$ cat src/hdl/sbd_pkg.sv
// ----------------------------------------------------------------------------
// sbd_pkg
// Shared types, constants and small tables of the stop-bit order decoder.
// ----------------------------------------------------------------------------
package sbd_pkg;

  localparam int BYTES_PER_BEAT      = 8;
  localparam int BEAT_W              = 8 * BYTES_PER_BEAT;
  localparam int MSG_BYTES           = 2 * BYTES_PER_BEAT;
  localparam int POS_W               = $clog2(MSG_BYTES);
  localparam int PRICE_FRACTION_BITS = 10;

  // Stop-bit byte layout.
  localparam int       DATA_W    = 7;
  localparam logic [7:0] STOP_MASK = 8'h80;
  localparam logic [7:0] DATA_MASK = 8'h7F;

  // Field lengths in bytes.
  localparam int MANT_BYTES      = 3;
  localparam int SIZE_BYTES      = 2;
  localparam int ID_BYTES        = 5;
  localparam int FIELD_MAX_BYTES = 5;
  localparam int FIELD_W         = DATA_W * FIELD_MAX_BYTES;
  localparam int MANT_W          = DATA_W * MANT_BYTES;

  // The exponent byte sits right after the two skipped header bytes.
  localparam logic [POS_W-1:0] EXP_POS = POS_W'(2);

  // Exponent codes that map to a power of ten.
  localparam logic [DATA_W-1:0] EXP_ZERO   = 7'h00;
  localparam logic [DATA_W-1:0] EXP_MINUS1 = 7'h7F;
  localparam logic [DATA_W-1:0] EXP_MINUS2 = 7'h7E;
  localparam logic [DATA_W-1:0] EXP_MINUS3 = 7'h7D;

  // Divider constants: quotient by reciprocal with a 31-bit shift, remainder
  // fraction by a 20-bit shift.
  localparam int SCALE_W = 2;
  localparam int RECIP_W = 32;
  localparam int Q_SHIFT = 31;
  localparam int REM_W   = 10;
  localparam int R_SHIFT = 20;

  localparam int              PRICE_W   = 31;
  localparam logic [PRICE_W-1:0] PRICE_MAX = 31'h7FFF_FFFF;

  typedef logic [MSG_BYTES-1:0][7:0] msg_t;

  typedef struct packed {
    logic [FIELD_W-1:0] val;
    logic [POS_W-1:0]   pos;
  } field_t;

  typedef struct packed {
    logic [MANT_W-1:0]  mant;
    logic [SCALE_W-1:0] scale;
    logic               bad;
    logic [7:0]         order_size;
    logic [31:0]        order_id;
    logic [2:0]         order_type;
  } fields_t;

  typedef struct packed {
    logic [PRICE_W-1:0] price;
    logic [7:0]         order_size;
    logic [31:0]        order_id;
    logic [2:0]         order_type;
    logic               bad_exponent;
  } result_t;

  function automatic logic [REM_W-1:0] pow10(input logic [SCALE_W-1:0] k);
    logic [REM_W-1:0] d;
    case (k)
      2'd0:    d = 10'd1;
      2'd1:    d = 10'd10;
      2'd2:    d = 10'd100;
      default: d = 10'd1000;
    endcase
    return d;
  endfunction

  // ceil(2^31 / 10^k)
  function automatic logic [RECIP_W-1:0] recip(input logic [SCALE_W-1:0] k);
    logic [RECIP_W-1:0] m;
    case (k)
      2'd0:    m = 32'd2147483648;
      2'd1:    m = 32'd214748365;
      2'd2:    m = 32'd21474837;
      default: m = 32'd2147484;
    endcase
    return m;
  endfunction

endpackage

$ cat src/hdl/sbd_beat_if.sv
// ----------------------------------------------------------------------------
// sbd_beat_if
// Beat channel: one 64-bit message word with a last flag per handshake.
// ----------------------------------------------------------------------------
interface sbd_beat_if;
  logic                       valid;
  logic                       ready;
  logic [sbd_pkg::BEAT_W-1:0] beat_data;
  logic                       beat_last;

  modport source (output valid, beat_data, beat_last, input ready);
  modport sink   (input valid, beat_data, beat_last, output ready);
endinterface

$ cat src/hdl/sbd_result_if.sv
// ----------------------------------------------------------------------------
// sbd_result_if
// Result channel: one decoded order per handshake.
// ----------------------------------------------------------------------------
interface sbd_result_if;
  logic                        valid;
  logic                        ready;
  logic [sbd_pkg::PRICE_W-1:0] price;
  logic [7:0]                  order_size;
  logic [31:0]                 order_id;
  logic [2:0]                  order_type;
  logic                        bad_exponent;

  modport source (output valid, price, order_size, order_id, order_type, bad_exponent,
                  input ready);
  modport sink   (input valid, price, order_size, order_id, order_type, bad_exponent,
                  output ready);
endinterface

$ cat src/hdl/stop_bit_order_message_decoder_core.sv
// ----------------------------------------------------------------------------
// stop_bit_order_message_decoder_core
// Collects message beats and decodes one stop-bit encoded order per message.
// ----------------------------------------------------------------------------
// The block takes one 64-bit word per clock on the beat channel whenever
// its message latch is empty or can pass its message on, and never needs a
// gap between messages. It keeps the first word of a message and the
// current later word; on the word marked last it latches the 16-byte
// message in the message latch and moves it on through field decode,
// quotient, remainder and the result register. Each of those stages holds
// one message and moves on whenever the stage after it can take it, so a
// stalled result channel only backs up the pipeline once every stage is
// full. A one-word message reads its upper eight bytes as zero; an exponent
// other than 0 to -3 sets bad_exponent and forces the price to zero.
module stop_bit_order_message_decoder_core #(
  parameter int PRICE_FRACTION_BITS = sbd_pkg::PRICE_FRACTION_BITS
) (
  input  logic          clk,
  input  logic          rst_n,
  sbd_beat_if.sink      in_beat,
  sbd_result_if.source  out_result
);

  logic                       inside_r;
  logic [sbd_pkg::BEAT_W-1:0] first_r;
  sbd_pkg::msg_t              msg_r;
  logic                       msg_vld_r;
  logic                       msg_rdy;
  logic                       accept;
  logic [sbd_pkg::BEAT_W-1:0] lo_beat;
  logic [sbd_pkg::BEAT_W-1:0] hi_beat;
  sbd_pkg::fields_t           fld;
  logic                       fld_vld;
  logic                       fld_rdy;
  sbd_pkg::result_t           res;
  logic                       res_vld;
  logic                       a_rdy;

  assign a_rdy         = !msg_vld_r || msg_rdy;
  assign in_beat.ready = rst_n && a_rdy;
  assign accept        = in_beat.valid && in_beat.ready;

  // A first word stands alone until a later word arrives.
  assign lo_beat = inside_r ? first_r : in_beat.beat_data;
  assign hi_beat = inside_r ? in_beat.beat_data : '0;

  always_ff @(posedge clk) begin
    if (!rst_n) begin
      inside_r  <= 1'b0;
      msg_vld_r <= 1'b0;
    end else begin
      if (accept) begin
        inside_r <= !in_beat.beat_last;
      end
      if (a_rdy) begin
        msg_vld_r <= accept && in_beat.beat_last;
      end
    end
  end

  always_ff @(posedge clk) begin
    if (accept && !inside_r) begin
      first_r <= in_beat.beat_data;
    end
    if (accept && in_beat.beat_last) begin
      msg_r <= {hi_beat, lo_beat};
    end
  end

  sbd_decode u_decode (
    .clk     (clk),
    .rst_n   (rst_n),
    .msg     (msg_r),
    .msg_vld (msg_vld_r),
    .msg_rdy (msg_rdy),
    .fld     (fld),
    .fld_vld (fld_vld),
    .fld_rdy (fld_rdy)
  );

  sbd_price #(
    .PRICE_FRACTION_BITS (PRICE_FRACTION_BITS)
  ) u_price (
    .clk     (clk),
    .rst_n   (rst_n),
    .fld     (fld),
    .fld_vld (fld_vld),
    .fld_rdy (fld_rdy),
    .res     (res),
    .res_vld (res_vld),
    .res_rdy (out_result.ready)
  );

  assign out_result.valid        = res_vld;
  assign out_result.price        = res.price;
  assign out_result.order_size   = res.order_size;
  assign out_result.order_id     = res.order_id;
  assign out_result.order_type   = res.order_type;
  assign out_result.bad_exponent = res.bad_exponent;

  // A last word always closes the message.
  a_last_closes: assert property (@(posedge clk) disable iff (!rst_n)
    accept && in_beat.beat_last |=> !inside_r)
    else $error("message still open after its last word");

  // A message of one word carries zero upper bytes.
  a_single_hi_zero: assert property (@(posedge clk) disable iff (!rst_n)
    accept && in_beat.beat_last && !inside_r |=>
      msg_vld_r && (msg_r[sbd_pkg::MSG_BYTES-1:sbd_pkg::BYTES_PER_BEAT] == '0))
    else $error("one-word message latched nonzero upper bytes");

  // An empty message latch never blocks the beat channel.
  a_empty_ready: assert property (@(posedge clk) disable iff (!rst_n)
    !msg_vld_r |-> in_beat.ready)
    else $error("beat channel blocked with an empty message latch");

  // A bad exponent forces the price to zero.
  a_bad_price: assert property (@(posedge clk) disable iff (!rst_n)
    out_result.valid && out_result.bad_exponent |-> (out_result.price == '0))
    else $error("nonzero price with a bad exponent");

endmodule

$ cat src/hdl/sbd_decode.sv
// ----------------------------------------------------------------------------
// sbd_decode
// Walks the stop-bit fields of a 16-byte message and registers them.
// ----------------------------------------------------------------------------
module sbd_decode (
  input  logic              clk,
  input  logic              rst_n,
  input  sbd_pkg::msg_t     msg,
  input  logic              msg_vld,
  output logic              msg_rdy,
  output sbd_pkg::fields_t  fld,
  output logic              fld_vld,
  input  logic              fld_rdy
);

  // Reads up to max_bytes bytes of one field; the last byte is taken whether
  // or not its stop bit is set.
  function automatic sbd_pkg::field_t take_field(input sbd_pkg::msg_t m,
                                                 input logic [sbd_pkg::POS_W-1:0] p,
                                                 input int unsigned max_bytes);
    sbd_pkg::field_t f;
    logic            done;
    logic [7:0]      b;
    f.val = '0;
    f.pos = p;
    done  = 1'b0;
    for (int unsigned n = 1; n < sbd_pkg::FIELD_MAX_BYTES; n++) begin
      b = m[f.pos];
      if ((n < max_bytes) && !done) begin
        if ((b & sbd_pkg::STOP_MASK) != 8'h00) begin
          done = 1'b1;
        end else begin
          f.val = {f.val[sbd_pkg::FIELD_W-sbd_pkg::DATA_W-1:0],
                   b[sbd_pkg::DATA_W-1:0]};
          f.pos = f.pos + 1'b1;
        end
      end
    end
    b     = m[f.pos] & sbd_pkg::DATA_MASK;
    f.val = {f.val[sbd_pkg::FIELD_W-sbd_pkg::DATA_W-1:0], b[sbd_pkg::DATA_W-1:0]};
    f.pos = f.pos + 1'b1;
    return f;
  endfunction

  sbd_pkg::fields_t fld_nxt;
  sbd_pkg::fields_t fld_r;
  sbd_pkg::field_t  mant_f;
  sbd_pkg::field_t  size_f;
  sbd_pkg::field_t  id_f;
  logic [7:0]       exp_byte;
  logic             vld_r;

  always_comb begin
    exp_byte = msg[sbd_pkg::EXP_POS];
    fld_nxt  = '0;
    unique case (exp_byte[sbd_pkg::DATA_W-1:0])
      sbd_pkg::EXP_ZERO:   fld_nxt.scale = 2'd0;
      sbd_pkg::EXP_MINUS1: fld_nxt.scale = 2'd1;
      sbd_pkg::EXP_MINUS2: fld_nxt.scale = 2'd2;
      sbd_pkg::EXP_MINUS3: fld_nxt.scale = 2'd3;
      default:             fld_nxt.bad   = 1'b1;
    endcase

    mant_f = take_field(msg, sbd_pkg::EXP_POS + 1'b1, sbd_pkg::MANT_BYTES);
    size_f = take_field(msg, mant_f.pos, sbd_pkg::SIZE_BYTES);
    id_f   = take_field(msg, size_f.pos, sbd_pkg::ID_BYTES);

    fld_nxt.mant       = mant_f.val[sbd_pkg::MANT_W-1:0];
    fld_nxt.order_size = size_f.val[7:0];
    fld_nxt.order_id   = id_f.val[31:0];
    fld_nxt.order_type = msg[id_f.pos][2:0];
  end

  assign msg_rdy = !vld_r || fld_rdy;

  always_ff @(posedge clk) begin
    if (!rst_n) begin
      vld_r <= 1'b0;
    end else if (msg_rdy) begin
      vld_r <= msg_vld;
    end
  end

  always_ff @(posedge clk) begin
    if (msg_rdy && msg_vld) begin
      fld_r <= fld_nxt;
    end
  end

  assign fld     = fld_r;
  assign fld_vld = vld_r;

endmodule

$ cat src/hdl/sbd_price.sv
// ----------------------------------------------------------------------------
// sbd_price
// Scales the mantissa by a power of ten into fixed point: quotient by
// reciprocal, remainder, remainder fraction, then saturating sum.
// ----------------------------------------------------------------------------
module sbd_price #(
  parameter int PRICE_FRACTION_BITS = sbd_pkg::PRICE_FRACTION_BITS
) (
  input  logic              clk,
  input  logic              rst_n,
  input  sbd_pkg::fields_t  fld,
  input  logic              fld_vld,
  output logic              fld_rdy,
  output sbd_pkg::result_t  res,
  output logic              res_vld,
  input  logic              res_rdy
);

  localparam int F      = PRICE_FRACTION_BITS;
  localparam int M2_W   = F + sbd_pkg::R_SHIFT + 1;
  localparam int SUM_W  = sbd_pkg::MANT_W + F + 1;
  localparam int CMP_W  = (SUM_W > sbd_pkg::PRICE_W) ? SUM_W : sbd_pkg::PRICE_W;
  localparam logic [63:0] M2_ONE  = 64'd1 << (F + sbd_pkg::R_SHIFT);
  localparam logic [63:0] M2_TEN  = (M2_ONE + 64'd9) / 64'd10;
  localparam logic [63:0] M2_HUND = (M2_ONE + 64'd99) / 64'd100;
  localparam logic [63:0] M2_THOU = (M2_ONE + 64'd999) / 64'd1000;

  localparam int P1_W = sbd_pkg::MANT_W + sbd_pkg::RECIP_W;
  localparam int QD_W = sbd_pkg::MANT_W + sbd_pkg::REM_W;
  localparam int P2_W = sbd_pkg::REM_W + M2_W;

  // Stage 1: quotient.
  sbd_pkg::fields_t            f1_r;
  logic [sbd_pkg::MANT_W-1:0]  q1_r;
  logic                        v1_r;
  logic [P1_W-1:0]             prod1;
  // Stage 2: remainder.
  sbd_pkg::fields_t            f2_r;
  logic [sbd_pkg::MANT_W-1:0]  q2_r;
  logic [sbd_pkg::REM_W-1:0]   rem2_r;
  logic                        v2_r;
  logic [QD_W-1:0]             qd;
  logic [QD_W-1:0]             diff;
  // Stage 3: fraction and sum into the result register.
  logic [M2_W-1:0]             m2;
  logic [P2_W-1:0]             prod2;
  logic [SUM_W-1:0]            sum;
  logic [CMP_W-1:0]            sum_ext;
  sbd_pkg::result_t            res_nxt;
  sbd_pkg::result_t            res_r;
  logic                        vo_r;
  logic                        rdy1;
  logic                        rdy2;
  logic                        rdy3;

  assign rdy3    = !vo_r || res_rdy;
  assign rdy2    = !v2_r || rdy3;
  assign rdy1    = !v1_r || rdy2;
  assign fld_rdy = rdy1;

  assign prod1 = P1_W'(fld.mant) * P1_W'(sbd_pkg::recip(fld.scale));
  assign qd    = QD_W'(q1_r) * QD_W'(sbd_pkg::pow10(f1_r.scale));
  assign diff  = QD_W'(f1_r.mant) - qd;

  always_comb begin
    case (f2_r.scale)
      2'd0:    m2 = M2_W'(M2_ONE);
      2'd1:    m2 = M2_W'(M2_TEN);
      2'd2:    m2 = M2_W'(M2_HUND);
      default: m2 = M2_W'(M2_THOU);
    endcase
    prod2   = P2_W'(rem2_r) * P2_W'(m2);
    sum     = SUM_W'({q2_r, {F{1'b0}}}) + SUM_W'(prod2[sbd_pkg::R_SHIFT +: F]);
    sum_ext = CMP_W'(sum);

    res_nxt.order_size   = f2_r.order_size;
    res_nxt.order_id     = f2_r.order_id;
    res_nxt.order_type   = f2_r.order_type;
    res_nxt.bad_exponent = f2_r.bad;
    if (f2_r.bad) begin
      res_nxt.price = '0;
    end else if (sum_ext > CMP_W'(sbd_pkg::PRICE_MAX)) begin
      res_nxt.price = sbd_pkg::PRICE_MAX;
    end else begin
      res_nxt.price = sum_ext[sbd_pkg::PRICE_W-1:0];
    end
  end

  always_ff @(posedge clk) begin
    if (!rst_n) begin
      v1_r <= 1'b0;
      v2_r <= 1'b0;
      vo_r <= 1'b0;
    end else begin
      if (rdy1) begin
        v1_r <= fld_vld;
      end
      if (rdy2) begin
        v2_r <= v1_r;
      end
      if (rdy3) begin
        vo_r <= v2_r;
      end
    end
  end

  always_ff @(posedge clk) begin
    if (rdy1 && fld_vld) begin
      f1_r <= fld;
      q1_r <= prod1[sbd_pkg::Q_SHIFT +: sbd_pkg::MANT_W];
    end
    if (rdy2 && v1_r) begin
      f2_r   <= f1_r;
      q2_r   <= q1_r;
      rem2_r <= diff[sbd_pkg::REM_W-1:0];
    end
    if (rdy3 && v2_r) begin
      res_r <= res_nxt;
    end
  end

  assign res     = res_r;
  assign res_vld = vo_r;

endmodule

$ cat src/flat_wrapper.sv
// flat-port wrapper written by rule: the top's interface ports become plain ports
module stop_bit_order_message_decoder_core_flat 
#(
  parameter int PRICE_FRACTION_BITS = sbd_pkg::PRICE_FRACTION_BITS
)
  (clk, rst_n, in_beat_valid, in_beat_beat_data, in_beat_beat_last, in_beat_ready, out_result_valid, out_result_price, out_result_order_size, out_result_order_id, out_result_order_type, out_result_bad_exponent, out_result_ready);
  sbd_beat_if in_beat_i ();
  sbd_result_if out_result_i ();
  input  logic clk;
  input  logic rst_n;
  input wire logic [$bits(in_beat_i.valid)-1:0] in_beat_valid;
  input wire logic [$bits(in_beat_i.beat_data)-1:0] in_beat_beat_data;
  input wire logic [$bits(in_beat_i.beat_last)-1:0] in_beat_beat_last;
  output wire logic [$bits(in_beat_i.ready)-1:0] in_beat_ready;
  output wire logic [$bits(out_result_i.valid)-1:0] out_result_valid;
  output wire logic [$bits(out_result_i.price)-1:0] out_result_price;
  output wire logic [$bits(out_result_i.order_size)-1:0] out_result_order_size;
  output wire logic [$bits(out_result_i.order_id)-1:0] out_result_order_id;
  output wire logic [$bits(out_result_i.order_type)-1:0] out_result_order_type;
  output wire logic [$bits(out_result_i.bad_exponent)-1:0] out_result_bad_exponent;
  input wire logic [$bits(out_result_i.ready)-1:0] out_result_ready;
  assign in_beat_i.valid = in_beat_valid;
  assign in_beat_i.beat_data = in_beat_beat_data;
  assign in_beat_i.beat_last = in_beat_beat_last;
  assign in_beat_ready = in_beat_i.ready;
  assign out_result_valid = out_result_i.valid;
  assign out_result_price = out_result_i.price;
  assign out_result_order_size = out_result_i.order_size;
  assign out_result_order_id = out_result_i.order_id;
  assign out_result_order_type = out_result_i.order_type;
  assign out_result_bad_exponent = out_result_i.bad_exponent;
  assign out_result_i.ready = out_result_ready;
  stop_bit_order_message_decoder_core #(.PRICE_FRACTION_BITS(PRICE_FRACTION_BITS)) u_core (.clk(clk), .rst_n(rst_n), .in_beat(in_beat_i), .out_result(out_result_i));
endmodule
$ cat config.mk
export PLATFORM = sky130hd
export DESIGN_NAME = stop_bit_order_message_decoder_core_flat
export DESIGN_NICKNAME = d
export VERILOG_FILES = /design/src/hdl/sbd_pkg.sv /design/src/hdl/sbd_beat_if.sv /design/src/hdl/sbd_result_if.sv /design/src/hdl/stop_bit_order_message_decoder_core.sv /design/src/hdl/sbd_decode.sv /design/src/hdl/sbd_price.sv /design/src/flat_wrapper.sv
export SDC_FILE = /design/constraint.sdc
export NUM_CORES = 2
export LEC_CHECK = 0
export ABC_AREA = 1
export BUFFER_PORTS_ARGS = -buffer_cell sky130_fd_sc_hd__buf_4
export CAP_MARGIN = 5
export CORE_ASPECT_RATIO = 0.6
export CORE_MARGIN = 10
export CORE_UTILIZATION = 55
export DETAILED_ROUTE_END_ITERATION = 6
export PLACE_DENSITY = 0.7
export SYNTH_ARGS = -nofsm -noshare
export SYNTH_HDL_FRONTEND = slang
export SYNTH_SLANG_ARGS = --single-unit
export TNS_END_PERCENT = 50
$ cat constraint.sdc
create_clock -name clk -period 20.1 [get_ports clk]
set_input_delay 3.015 -clock clk [delete_from_list [all_inputs] [get_ports clk]]
set_output_delay 3.015 -clock clk [all_outputs]
set_load 0.03 [all_outputs]
==> run summary <==
RSZ-0062 raised after global routing = false
Synth cell count leaders = 1230 x inv_1, 933 x nand2_1, 538 x fa_1, 488 x edfxtp_1, 419 x ha_1
Post-synth top area cell = edfxtp_1
Post-cts sizing count = 0
Internal cell power = 0.002631 W
Routability cong. = 1.135
Reg2Reg Setup Slack = 8.42 ns
Post-route insts no fill = 6358
Die area = 0.09806 sq mm
Per-cell routed wire length = 29.94 um
Gate power share = 58.0%
CP Data Arrival Time = 12.10 ns
Syn Nets = 6150
I/O pin cnt = 146
CTS H-tree lvls = 2
Worst Hold Endpoint = u_core.u_price.res[40]
Initial core utilization = 55.95%
FF-to-FF End = u_core.u_decode.fld[0]
Final core occ = 60.27%
Syn-to-layout area delta = 7.722%
Psw = 0.002603 W
Clk root buf = clkbuf_16
First-pass GRT wire length = 266900 um
All-Layer GR Usage = 38.34%
DR DRC count = 0
Period utilization = 58.13%
Final hold vios = 0
Share of cells above drive strength 1 = 6.292%
DR iter-0 viols = 6069
Hold Crit Class = reg -> reg
CTS Sinks = 494
Post-Syn Area = 0.04707 sq mm
Worst EP required = 20.51 ns
Post-CTS setup repair buffer count = 0
Routed Antenna Nets = 0
Most common cell in the netlist = inv_1
Synth cell types = 56
Largest stage delay, worst path = 0.71 ns
Worst path top cell family by delay = simple AND/OR/NAND/NOR gates
CP startpoint kind = register
PD cells = 103.2 mW/mm^2
CTS tree = yes
Final #Nets = 6203
Initial antenna violation count = 26
Clock power frac = 17.5%
Number of setup violations in the final report = 0
Clock skew = 0.06438 ns
Hold Path Depth = 0
Synth Register Bits = 494
Peak VDD IR = 0.1514 mV
Max FO, Critical Path = 50
R2R cell count = 43
Max Cap Viol = 0
Setup TNS = 0 ns
Core area = 0.08413 sq mm
Ys flop type = edfxtp_1
1st-pass router iterations = 7
Syn_area_per_cell = 9.186 sq um
Hold-fix buffers, CTS = 0
Kind of critical path = reg -> reg
Slowest cell on crit path = nor2_2
Global route overflow = 0
Switching Share = 49.73%
Number of global-route vias before repair = 36610
CTS buffer count = 48
Worst Tran Pin Value = 1.400 ns
Row count = 82
Clk pin slew, worst setup/hold paths = 0.07 ns
Reg2reg start = u_core.msg_r[31]
Post-synthesis sequential area ratio = 31.39%
Clk buf depth = 3
Sequential power share = 24.5%
Post-Place Cells = 6261
Area share of the leading cell type in the synthesized netlist = 31.13%
Fmax = 85.58 MHz
Via count = 38710
Overall power = 0.005233 W
Die Y = 246.6 um
# port buffers = 145
Routed vias/inst = 6.088
CP endpoint kind = register
Leakage Power = 25.28 nW
Worst rel slew slack = 6.639%
Final Max Slew Viols = 0
Cells after Synth = 5124
Largest net degree at the start of global routing = 95
Async set-or-reset flop fraction in the synthesized netlist = 0%
Outcome = finished, final reports clean
Clk_lat worst skew = 0.68 ns
Final wirelength = 190300 um
HPWL Detailed = 154400 um
Worst hold start = u_core.u_price.f2_r[39]
Crit path buf inv count = 10
Yosys warns = 0
Die Width = 397.7 um
Min Tclk post-route = 11.68 ns
Top cells by area, synth = edfxtp_1 31%, fa_1 23%, ha_1 11%, inv_1 9.8%, nand2_1 7.4%
Post-synth EDFFs = 488
-- layout by cell type (no fill, tap or decap), drive strengths merged, types with 4 or more instances in the layout --
| master | n |
|---|---|
| xor2 | 46 |
| a21oi | 197 |
| nor2 | 240 |
| o221ai | 42 |
| nand3 | 292 |
| a211oi | 7 |
| diode | 11 |
| buf | 192 |
| nand4 | 4 |
| o311ai | 39 |
| edfxtp | 488 |
| nand2 | 949 |
| fa | 538 |
| o21ai | 280 |
| dfxtp | 6 |
| clkbuf | 62 |
| a22oi | 6 |
| o22ai | 5 |
| xnor2 | 24 |
| a31oi | 19 |
| clkinv | 18 |
| inv | 1250 |
| nor3 | 14 |
| o2111ai | 15 |
| o211ai | 37 |
| ha | 419 |
| o31ai | 4 |
-- worst reg2reg max path, delay by kind of cell (launching register included) --
| family | cells | cell delay [ns] |
|---|---|---|
| simple gates | 29 | 6.01 |
| buf+inv | 10 | 3.19 |
| fa+ha+maj | 2 | 1.02 |
| compound gates | 1 | 0.71 |
| flops | 1 | 0.37 |
| xor+xnor | 1 | 0.16 |
-- worst max path at each step --
| stage | cells after the start | start | slack, ns | endpoint |
|---|---|---|---|---|
| 2_1_floorplan | 12 | out_result_ready | 10.00 | u_core.msg_r[0] |
| 3_3_place_gp | 41 | u_core.msg_r[31] | 9.21 | u_core.u_decode.fld[0] |
| 3_5_place_dp | 43 | u_core.msg_r[31] | 9.15 | u_core.u_decode.fld[0] |
| 4_1_cts | 43 | u_core.msg_r[31] | 9.15 | u_core.u_decode.fld[0] |
| 5_1_grt | 43 | u_core.msg_r[31] | 7.92 | u_core.u_decode.fld[0] |
| 6_report | 43 | u_core.msg_r[31] | 8.42 | u_core.u_decode.fld[0] |
-- kinds of logic (layout without fill, tap and decap cells) --
group	count (synthesis)	after routing	share of synthesized area (%)
fa+ha+maj	957	957	34.02
simple gates	1503	1503	13.16
other cells	0	11	0
buf+inv	1437	1526	11.77
compound gates	663	663	8.334
flops	494	494	31.39
xor+xnor	70	70	1.334
-- per-stage QoR --
step           worst slack [ns]  hold WS [ns]  instance area, sq um
6_report                  8.415        0.4083                 50700
5_1_grt                   7.921        0.4178                 50680
4_1_cts                   9.147        0.4081                 50670
3_5_place_dp              9.152        0.4045                 49160
3_3_place_gp              9.213        0.4006                 49160
2_1_floorplan             10.00        0.4003                 47070
-- flip-flops by register name, indices dropped and copies added, names as in the netlist, 21 cells and up --
signal and cells:
u_core.first_r 64, u_core.msg_r 128, u_core.u_decode.fld 67, u_core.u_price.f1_r 56
u_core.u_price.f2_r 46, u_core.u_price.q1_r 21, u_core.u_price.q2_r 21, u_core.u_price.res 75
-- area by class of cell --
class / instances / area [sq um]
repair buffers: 192 / 1441
multi-input cells: 3193 / 26830
clock buffers: 62 / 1254
clock inverters: 24 / 259.0
diodes: 11 / 27.53
well taps: 1134 / 1419
inverters: 1248 / 4690
flip-flops and latches: 494 / 14780
fillers: 7110 / 33430
-- per-layer routing --
metal	routed length (um)	global-route usage [%]	vias up
li1	-	-	16340
met2	65300	44.27	3079
met3	39310	27.54	316
met1	81550	55.96	18960
met4	4015	6.990	18
met5	171	0.4462	-
-- power by group through the flow --
stage | logic [W] | clock network [W] | registers [W]
after floorplan | 0.00197 | 0 | 0.00127
after global placement | 0.00281 | 0 | 0.00130
after detailed placement | 0.00285 | 0 | 0.00130
after CTS | 0.00287 | 0.000920 | 0.00128
after global routing | 0.00329 | 0.000960 | 0.00128
final | 0.00304 | 0.000915 | 0.00128
Note: power is estimated with default switching activity, not from simulation.
